==> config.mk <==
export PLATFORM = sky130hd
export DESIGN_NAME = cbd_core
export DESIGN_NICKNAME = d
export VERILOG_FILES = /design/src/hw/rtl/cbd_pkg.sv /design/src/hw/rtl/cbd_core.sv
export SDC_FILE = /design/constraint.sdc
export NUM_CORES = 1
export LEC_CHECK = 0
export ABC_AREA = 1
export BUFFER_PORTS_ARGS = -buffer_cell sky130_fd_sc_hd__buf_2
export CAP_MARGIN = 20
export CORE_ASPECT_RATIO = 1.5
export CORE_MARGIN = 5
export CORE_UTILIZATION = 32
export DETAILED_ROUTE_END_ITERATION = 8
export PLACE_DENSITY_LB_ADDON = 0.3
export SYNTH_ARGS = -nofsm -noshare
export SYNTH_HDL_FRONTEND = slang
export SYNTH_SLANG_ARGS = --single-unit
==> constraint.sdc <==
create_clock -name i_clk -period 2.5 [get_ports i_clk]
set_clock_uncertainty 0.1 [all_clocks]
set_input_delay 0.125 -clock i_clk [delete_from_list [all_inputs] [get_ports i_clk]]
set_output_delay 0.125 -clock i_clk [all_outputs]
set_load 0.02 [all_outputs]
==> src/hw/rtl/cbd_pkg.sv <==
// ============================================================================
// cbd_pkg
// Shared codes and the result record for the console CPU bus decode block.
// ============================================================================
package cbd_pkg;

    // Request kinds.
    localparam logic [1:0] FN_READ  = 2'd0;
    localparam logic [1:0] FN_WRITE = 2'd1;
    localparam logic [1:0] FN_TICK  = 2'd2;
    localparam logic [1:0] FN_PAD   = 2'd3;

    // Decoded bus targets.
    localparam logic [2:0] TGT_RAM   = 3'd0;
    localparam logic [2:0] TGT_GFX   = 3'd1;
    localparam logic [2:0] TGT_PAD   = 3'd2;
    localparam logic [2:0] TGT_CART  = 3'd3;
    localparam logic [2:0] TGT_DMA   = 3'd4;
    localparam logic [2:0] TGT_NONE  = 3'd5;

    // Address map.
    localparam logic [15:0] RAM_MASK    = 16'h07FF;
    localparam logic [15:0] RAM_LAST    = 16'h1FFF;
    localparam logic [15:0] GFX_LAST    = 16'h3FFF;
    localparam logic [15:0] GFX_MASK    = 16'h0007;
    localparam logic [15:0] DMA_START   = 16'h4014;
    localparam logic [15:0] PAD0_ADDR   = 16'h4016;
    localparam logic [15:0] PAD1_ADDR   = 16'h4017;
    localparam logic [15:0] CART_FIRST  = 16'h4020;

    typedef struct packed {
        logic [7:0]  read_data;
        logic        ram_sel;       // read_data comes from the RAM read port
        logic [2:0]  target;
        logic [15:0] target_address;
        logic        is_write;
        logic        cpu_step;
        logic        oam_write;
        logic [7:0]  oam_address;
        logic [7:0]  oam_data;
        logic        dma_read;
        logic [15:0] dma_address;
        logic        nmi_out;
        logic        dma_busy;
    } t_result;

    typedef struct packed {
        logic        we;
        logic [15:0] waddr;
        logic [7:0]  wdata;
        logic        re;
        logic [15:0] raddr;
    } t_ram_req;

endpackage

==> src/hw/rtl/cbd_core.sv <==
// ============================================================================
// cbd_core
// Address decode, pad shifters, tick divider and sprite DMA sequencing.
// ============================================================================
module cbd_core #(
    parameter int RAM_BYTES  = 2048,
    parameter int CPU_DIVIDE = 3
) (
    input  logic                 i_clk,
    input  logic                 i_rst_n,
    input  logic                 i_accept,
    input  logic [1:0]           i_func,
    input  logic [15:0]          i_address,
    input  logic [7:0]           i_write_data,
    input  logic                 i_pad_index,
    input  logic [7:0]           i_ext_rdata,
    input  logic                 i_nmi_in,
    input  logic [7:0]           i_ram_rdata,
    output cbd_pkg::t_ram_req    o_ram_req,
    output cbd_pkg::t_result     o_result
);
    import cbd_pkg::*;

    localparam int DIV_W = (CPU_DIVIDE > 1) ? $clog2(CPU_DIVIDE) : 1;

    logic [7:0]       r_pad_btn [2];
    logic [7:0]       n_pad_btn [2];
    logic [7:0]       r_pad_shift [2];
    logic [7:0]       n_pad_shift [2];
    logic [DIV_W-1:0] r_div, n_div;
    logic             r_par, n_par;
    logic             r_running, n_running;
    logic             r_aligned, n_aligned;
    logic [7:0]       r_dma_page, n_dma_page;
    logic [7:0]       r_dma_index, n_dma_index;
    logic [7:0]       r_dma_byte, n_dma_byte;
    logic             r_dma_pend, n_dma_pend;

    logic             do_rd;
    logic             dma_rd;
    logic [15:0]      rd_addr;
    logic [7:0]       rd_val;
    logic [7:0]       eff_byte;
    logic [15:0]      ram_taddr;
    t_result          res;
    t_ram_req         req;

    always_comb begin
        n_pad_btn   = r_pad_btn;
        n_pad_shift = r_pad_shift;
        n_div       = r_div;
        n_par       = r_par;
        n_running   = r_running;
        n_aligned   = r_aligned;
        n_dma_page  = r_dma_page;
        n_dma_index = r_dma_index;
        // A DMA byte read from RAM lands in the RAM read register when the request
        // is taken; fold it into the byte register on the next request.
        eff_byte    = r_dma_pend ? i_ram_rdata : r_dma_byte;
        n_dma_byte  = eff_byte;
        n_dma_pend  = 1'b0;

        res         = '0;
        res.target  = TGT_NONE;
        req         = '0;
        do_rd       = 1'b0;
        dma_rd      = 1'b0;
        rd_addr     = i_address;
        rd_val      = 8'h00;
        ram_taddr   = i_address & 16'(RAM_BYTES - 1) & RAM_MASK;

        case (i_func)
            FN_READ: begin
                do_rd = 1'b1;
            end
            FN_WRITE: begin
                res.is_write       = 1'b1;
                res.target_address = i_address;
                if (i_address <= RAM_LAST) begin
                    res.target         = TGT_RAM;
                    res.target_address = ram_taddr;
                    req.we             = 1'b1;
                    req.waddr          = ram_taddr;
                    req.wdata          = i_write_data;
                end else if (i_address <= GFX_LAST) begin
                    res.target         = TGT_GFX;
                    res.target_address = i_address & GFX_MASK;
                end else if (i_address == DMA_START) begin
                    res.target  = TGT_DMA;
                    n_dma_page  = i_write_data;
                    n_dma_index = 8'h00;
                    n_running   = 1'b1;
                end else if (i_address == PAD0_ADDR || i_address == PAD1_ADDR) begin
                    res.target                 = TGT_PAD;
                    n_pad_shift[i_address[0]]  = r_pad_btn[i_address[0]];
                end else if (i_address >= CART_FIRST) begin
                    res.target = TGT_CART;
                end
            end
            FN_TICK: begin
                if (r_div == '0) begin
                    if (r_running) begin
                        if (r_aligned) begin
                            if (!r_par) begin
                                dma_rd          = 1'b1;
                                do_rd           = 1'b1;
                                rd_addr         = {r_dma_page, r_dma_index};
                                res.dma_read    = 1'b1;
                                res.dma_address = {r_dma_page, r_dma_index};
                            end else begin
                                res.oam_write   = 1'b1;
                                res.oam_address = r_dma_index;
                                res.oam_data    = eff_byte;
                                n_dma_index     = r_dma_index + 8'd1;
                                if (r_dma_index == 8'hFF) begin
                                    n_running = 1'b0;
                                    n_aligned = 1'b0;
                                end
                            end
                        end else if (r_par) begin
                            n_aligned = 1'b1;
                        end
                    end else begin
                        res.cpu_step = 1'b1;
                    end
                end
                if (r_div == DIV_W'(CPU_DIVIDE - 1)) begin
                    n_div = '0;
                end else begin
                    n_div = r_div + 1'b1;
                end
                n_par       = ~r_par;
                res.nmi_out = i_nmi_in;
            end
            FN_PAD: begin
                n_pad_btn[i_pad_index] = i_write_data;
            end
            default: begin
            end
        endcase

        // One bus read decode, shared by CPU reads and DMA source reads.
        if (do_rd) begin
            res.target_address = rd_addr;
            ram_taddr          = rd_addr & 16'(RAM_BYTES - 1) & RAM_MASK;
            if (rd_addr <= RAM_LAST) begin
                res.target         = TGT_RAM;
                res.target_address = ram_taddr;
                res.ram_sel        = 1'b1;
                req.re             = 1'b1;
                req.raddr          = ram_taddr;
            end else if (rd_addr <= GFX_LAST) begin
                res.target         = TGT_GFX;
                res.target_address = rd_addr & GFX_MASK;
                rd_val             = i_ext_rdata;
            end else if (rd_addr == PAD0_ADDR || rd_addr == PAD1_ADDR) begin
                res.target              = TGT_PAD;
                rd_val                  = {7'd0, r_pad_shift[rd_addr[0]][7]};
                n_pad_shift[rd_addr[0]] = {r_pad_shift[rd_addr[0]][6:0], 1'b0};
            end else if (rd_addr >= CART_FIRST) begin
                res.target = TGT_CART;
                rd_val     = i_ext_rdata;
            end else begin
                res.target = TGT_NONE;
            end
            res.read_data = rd_val;
            if (dma_rd) begin
                if (res.ram_sel) begin
                    n_dma_pend = 1'b1;
                end else begin
                    n_dma_byte = rd_val;
                end
            end
        end

        res.dma_busy = n_running;
    end

    always_ff @(posedge i_clk) begin
        if (!i_rst_n) begin
            r_pad_btn[0]   <= 8'h00;
            r_pad_btn[1]   <= 8'h00;
            r_pad_shift[0] <= 8'h00;
            r_pad_shift[1] <= 8'h00;
            r_div          <= '0;
            r_par          <= 1'b0;
            r_running      <= 1'b0;
            r_aligned      <= 1'b0;
            r_dma_page     <= 8'h00;
            r_dma_index    <= 8'h00;
            r_dma_byte     <= 8'h00;
            r_dma_pend     <= 1'b0;
        end else if (i_accept) begin
            r_pad_btn      <= n_pad_btn;
            r_pad_shift    <= n_pad_shift;
            r_div          <= n_div;
            r_par          <= n_par;
            r_running      <= n_running;
            r_aligned      <= n_aligned;
            r_dma_page     <= n_dma_page;
            r_dma_index    <= n_dma_index;
            r_dma_byte     <= n_dma_byte;
            r_dma_pend     <= n_dma_pend;
        end
    end

    always_comb begin
        o_ram_req    = req;
        o_ram_req.we = req.we & i_accept;
        o_ram_req.re = req.re & i_accept;
    end

    assign o_result = res;

endmodule

==> report_table.html <==
<table>
<tr><th>Metric</th><th>Value</th></tr>
<tr><th colspan="2">Outcome</th></tr>
<tr><td>Run status</td><td>complete, but fails checks</td></tr>
<tr><td>Violated checks</td><td>setup timing</td></tr>
<tr><th colspan="2">Synth</th></tr>
<tr><td>Fraction of the yosys area taken by sequential cells</td><td>0.273</td></tr>
<tr><td>Area of the mapped netlist</td><td>about 4500 um^2</td></tr>
<tr><td>Count of warnings emitted by yosys</td><td>0</td></tr>
<tr><td>Cells after Synth</td><td>742</td></tr>
<tr><td>Largest cells by area after synthesis</td><td>dfxtp_1 (27%), nand2_1 (13%), inv_1 (8.5%)</td></tr>
<tr><td>Count of state elements after synthesis</td><td>62</td></tr>
<tr><td>Area share of the largest cell type after synthesis</td><td>0.273</td></tr>
<tr><td>Netlist cell types</td><td>41</td></tr>
<tr><td>Synthesized area per cell</td><td>6.12 um^2</td></tr>
<tr><td>Cell taking the most area after synthesis</td><td>dfxtp_1</td></tr>
<tr><th colspan="2">Timing</th></tr>
<tr><td>Total of endpoints with negative setup slack in the final report</td><td>1</td></tr>
<tr><td>Hold violation total from the final report</td><td>0</td></tr>
<tr><td>Slack of the critical path</td><td>-0.00233 ns</td></tr>
<tr><td>Highest clock frequency the design can meet</td><td>about 400 MHz</td></tr>
<tr><td>Final Cycle Share</td><td>1.00</td></tr>
<tr><td>Final Max Slew Viols</td><td>0</td></tr>
<tr><td>Worst rel slew slack</td><td>0.369</td></tr>
<tr><td>WHS</td><td>between 0.05 and 0.06 ns</td></tr>
<tr><td>Total negative setup slack</td><td>-0.00233 ns</td></tr>
<tr><td>Setup repair after global routing missed its margin</td><td>true</td></tr>
<tr><td>Least-Margin Pin Slew</td><td>0.937 ns</td></tr>
<tr><td>Min Tclk post-route</td><td>2.50 ns</td></tr>
<tr><th colspan="2">Min path</th></tr>
<tr><td>Hold Crit Endpoint</td><td>r_pad_shift[7]</td></tr>
<tr><td>Kind of path behind the tightest hold check</td><td>primary input to flip-flop</td></tr>
<tr><td>Worst hold start</td><td>i_accept</td></tr>
<tr><td>Hold Crit Depth</td><td>3</td></tr>
<tr><th colspan="2">Power</th></tr>
<tr><td>LEAKAGE</td><td>3.01 nW</td></tr>
<tr><td>PwrDens</td><td>about 440 nW/um^2</td></tr>
<tr><td>Switching part of the total</td><td>0.290</td></tr>
<tr><td>Clock group share of total power</td><td>0.451</td></tr>
<tr><td>Part of the power in registers</td><td>0.377</td></tr>
<tr><td>Overall power of the completed layout</td><td>between 2 and 3 mW</td></tr>
<tr><td>Combinational share of power</td><td>0.172</td></tr>
<tr><td>P_sw</td><td>789 uW</td></tr>
<tr><td>Cell Int Power</td><td>approximately 1.9 mW</td></tr>
<tr><td>Largest voltage drop on the vdd net</td><td>0.262 mV</td></tr>
<tr><th colspan="2">Clock network</th></tr>
<tr><td>Clock tree from TritonCTS</td><td>built</td></tr>
<tr><td>Clock slew seen by the registers of the worst setup and hold paths</td><td>0.06 ns</td></tr>
<tr><td>Buffer type at the clock tree root</td><td>clkbuf_16</td></tr>
<tr><td>Total clock buffers created by CTS</td><td>9</td></tr>
<tr><td>H-tree Lvls</td><td>3</td></tr>
<tr><td>Number of buffers on the longest clock path</td><td>2</td></tr>
<tr><td>Clock Sink Count</td><td>62</td></tr>
<tr><td>Worst skew pair latency</td><td>0.34 ns</td></tr>
<tr><th colspan="2">Floorplanning</th></tr>
<tr><td>Width of the die</td><td>~110 um</td></tr>
<tr><td>Die area</td><td>16,700 um^2</td></tr>
<tr><td>Num ports</td><td>between 150 and 200</td></tr>
<tr><td>Site Rows</td><td>53</td></tr>
<tr><td>Starting density of the core</td><td>0.325</td></tr>
<tr><td>Core outline area</td><td>14,000 um^2</td></tr>
<tr><td>Die height</td><td>156 um</td></tr>
<tr><th colspan="2">Global routing</th></tr>
<tr><td>First-pass GRT wire length</td><td>25,800 um</td></tr>
<tr><td>Vias in the first global route</td><td>approximately 5,100</td></tr>
<tr><td>Maximum number of pins on one net before global-route repair</td><td>32</td></tr>
<tr><td>Remaining Overflow, GRT</td><td>0</td></tr>
<tr><td>Overall global routing resource usage</td><td>0.195</td></tr>
<tr><td>Antenna violations before repair</td><td>0</td></tr>
<tr><th colspan="2">Cells and area</th></tr>
<tr><td>Leading cell type in the layout, fill and taps excluded</td><td>nand2_1</td></tr>
<tr><td>Count of filler cells inserted in the layout</td><td>1,530</td></tr>
<tr><td>Antenna cells</td><td>0</td></tr>
<tr><td>Final Core Density</td><td>0.437</td></tr>
<tr><td>Leading cell types in the layout, fill and taps excluded</td><td>nand2_1 (146), buf_2 (143), inv_1 (103)</td></tr>
<tr><td>Layout overhead on the synthesized area</td><td>34.6%</td></tr>
<tr><td>Total Nets Final</td><td>960</td></tr>
<tr><td>Proportion of layout cells with a drive suffix above 1</td><td>0.264</td></tr>
<tr><td>Non-filler instance count after layout</td><td>about 1,100</td></tr>
<tr><td>Final design area excluding fillers</td><td>6110 um^2</td></tr>
<tr><th colspan="2">Setup path</th></tr>
<tr><td>Path type of the worst setup path</td><td>flip-flop to output pin</td></tr>
<tr><td>Launching instance or port of the critical path</td><td>r_div[0]</td></tr>
<tr><td>Beginning of the worst register-to-register path</td><td>r_div[0]</td></tr>
<tr><td>Setup slack on the worst flop-to-flop path</td><td>0.20 ns</td></tr>
<tr><td>Worst path arrival time</td><td>2.28 ns</td></tr>
<tr><td>Number of cell instances on the worst register-to-register path</td><td>12</td></tr>
<tr><td>Capture instance of the worst register-to-register path</td><td>r_pad_shift[14]</td></tr>
<tr><td>Kind of end point of the critical path</td><td>output pin</td></tr>
<tr><td>Critical path peak fanout</td><td>9</td></tr>
<tr><td>Critical path required time</td><td>2.28 ns</td></tr>
<tr><td>Crit start category</td><td>flip-flop</td></tr>
<tr><th colspan="2">Detailed routing</th></tr>
<tr><td>Routed wl met2</td><td>8160 um</td></tr>
<tr><td>Top layer reached by signal wires</td><td>met4</td></tr>
<tr><td>Routed len/inst</td><td>15.1 um</td></tr>
<tr><td>Final Routed Wirelength</td><td>16,700 um</td></tr>
<tr><td>Met3 Wirelength</td><td>approximately 1300 um</td></tr>
<tr><td>Length of the first detailed-routing pass in iterations</td><td>4</td></tr>
<tr><td>Detailed-route vias per instance</td><td>4.91</td></tr>
<tr><td>Final antenna-violating net count</td><td>0</td></tr>
<tr><td>Detailed Route Iter0 Violations</td><td>384</td></tr>
<tr><td>Vias</td><td>5,419</td></tr>
<tr><td>Detailed-routing wirelength on met1</td><td>6620 um</td></tr>
<tr><td>Residual DRC count</td><td>0</td></tr>
<tr><th colspan="2">Place</th></tr>
<tr><td>Setup Slack @ Placement</td><td>0.0600 ns</td></tr>
<tr><td>Global placer's final weighted congestion</td><td>0.985</td></tr>
<tr><td>Detailed-placement wirelength estimate</td><td>12,800 um</td></tr>
<tr><td>Placed Instance Area</td><td>5540 um^2</td></tr>
<tr><td>Port buffer count</td><td>144</td></tr>
<tr><td>DP Cell Count</td><td>1,069</td></tr>
<tr><th colspan="2">Flow run</th></tr>
<tr><td>Max-Cap Viols</td><td>0</td></tr>
</table>
synth_stat cells, drive strengths merged:
library cell	count
a211oi	4
a21boi	1
a21oi	61
a311oi	1
a31o	1
buf	29
clkbuf	21
conb	1
dfxtp	62
ha	5
inv	109
mux2i	8
nand2	156
nand3	51
nand4	42
nor2	100
nor3	9
nor3b	1
nor4	2
o211ai	2
o21a	1
o21ai	56
o22ai	3
o31ai	7
o32ai	3
or2	1
xor2	5
worst max-delay path by stage:
| stage | end | depth (start not counted) |
|---|---|---|
| after floorplan | o_result[46] | 13 |
| after global placement | o_result[58] | 13 |
| after detailed placement | r_pad_shift[2] | 17 |
| after CTS | o_result[54] | 12 |
| after global routing | o_ram_req[16] | 10 |
| final | o_ram_req[8] | 9 |
cell families after synthesis:
| family | Yosys count | synth area share |
|---|---|---|
| muxes | 8 | 0.0176 |
| AOI/OAI and AO/OA | 140 | 0.171 |
| DFF | 62 | 0.273 |
| and+or+nand+nor | 362 | 0.364 |
| other | 1 | 0.000826 |
| adders and majority gates | 5 | 0.0138 |
| buffers and inverters | 159 | 0.150 |
| xor gates and xnor gates | 5 | 0.00964 |
area by class of cell:
| type | instances | area [um^2] | area share |
|---|---|---|---|
| Multi-Input combinational cell | 531 | 2730 | 0.446 |
| Sequential cell | 62 | 1240 | 0.203 |
| Timing Repair Buffer | 195 | 1200 | 0.196 |
| Inverter | 109 | 417 | 0.0681 |
| Tap cell | 192 | 240 | 0.0393 |
| Clock buffer | 9 | 225 | 0.0368 |
| Clock inverter | 6 | 63.8 | 0.0104 |
power by group through the flow:
stage / registers, mW / logic (mW) / clock network, mW
6_report: 1.02 / 0.468 / 1.23
5_1_grt: 1.02 / 0.513 / 1.29
4_1_cts: 1.02 / 0.453 / 1.25
3_5_place_dp: 1.04 / 0.438 / 0
3_3_place_gp: 1.04 / 0.438 / 0
2_1_floorplan: 1.04 / 0.284 / 0
metal layers:
layer / vias to the layer above / track usage
met5: - / 0
met4: 0 / 0.102
li1: 2744 / -
met3: 33 / 0.0348
met1: 2415 / 0.230
met2: 227 / 0.335
repair_timing:
action,in CTS,in global routing
buffers inserted,6,2
gates resized for setup,8,18
gates cloned,0,1
setup endpoints to repair,29,40
hold buffers,11,0
hold endpoints to repair,11,0
pin swaps,2,8
sequential cells by signal (all words and copies together) (netlist names):
register and cells:
r_pad_btn 16, r_pad_shift 16, r_dma_byte 8, r_dma_index 8, r_dma_page 8, r_div 2
r_aligned 1, r_dma_pend 1, r_par 1, r_running 1
worst max-delay path, cell delays in order (launching register included):
cell	delay [ns]
dfxtp_1	0.36
nor2_4	0.19
nand3_2	0.18
o21ai_1	0.24
nand2_2	0.16
inv_2	0.11
nand2_2	0.10
buf_6	0.16
nor3_1	0.21
buf_2	0.22
Power figures use the tool's default switching activity.
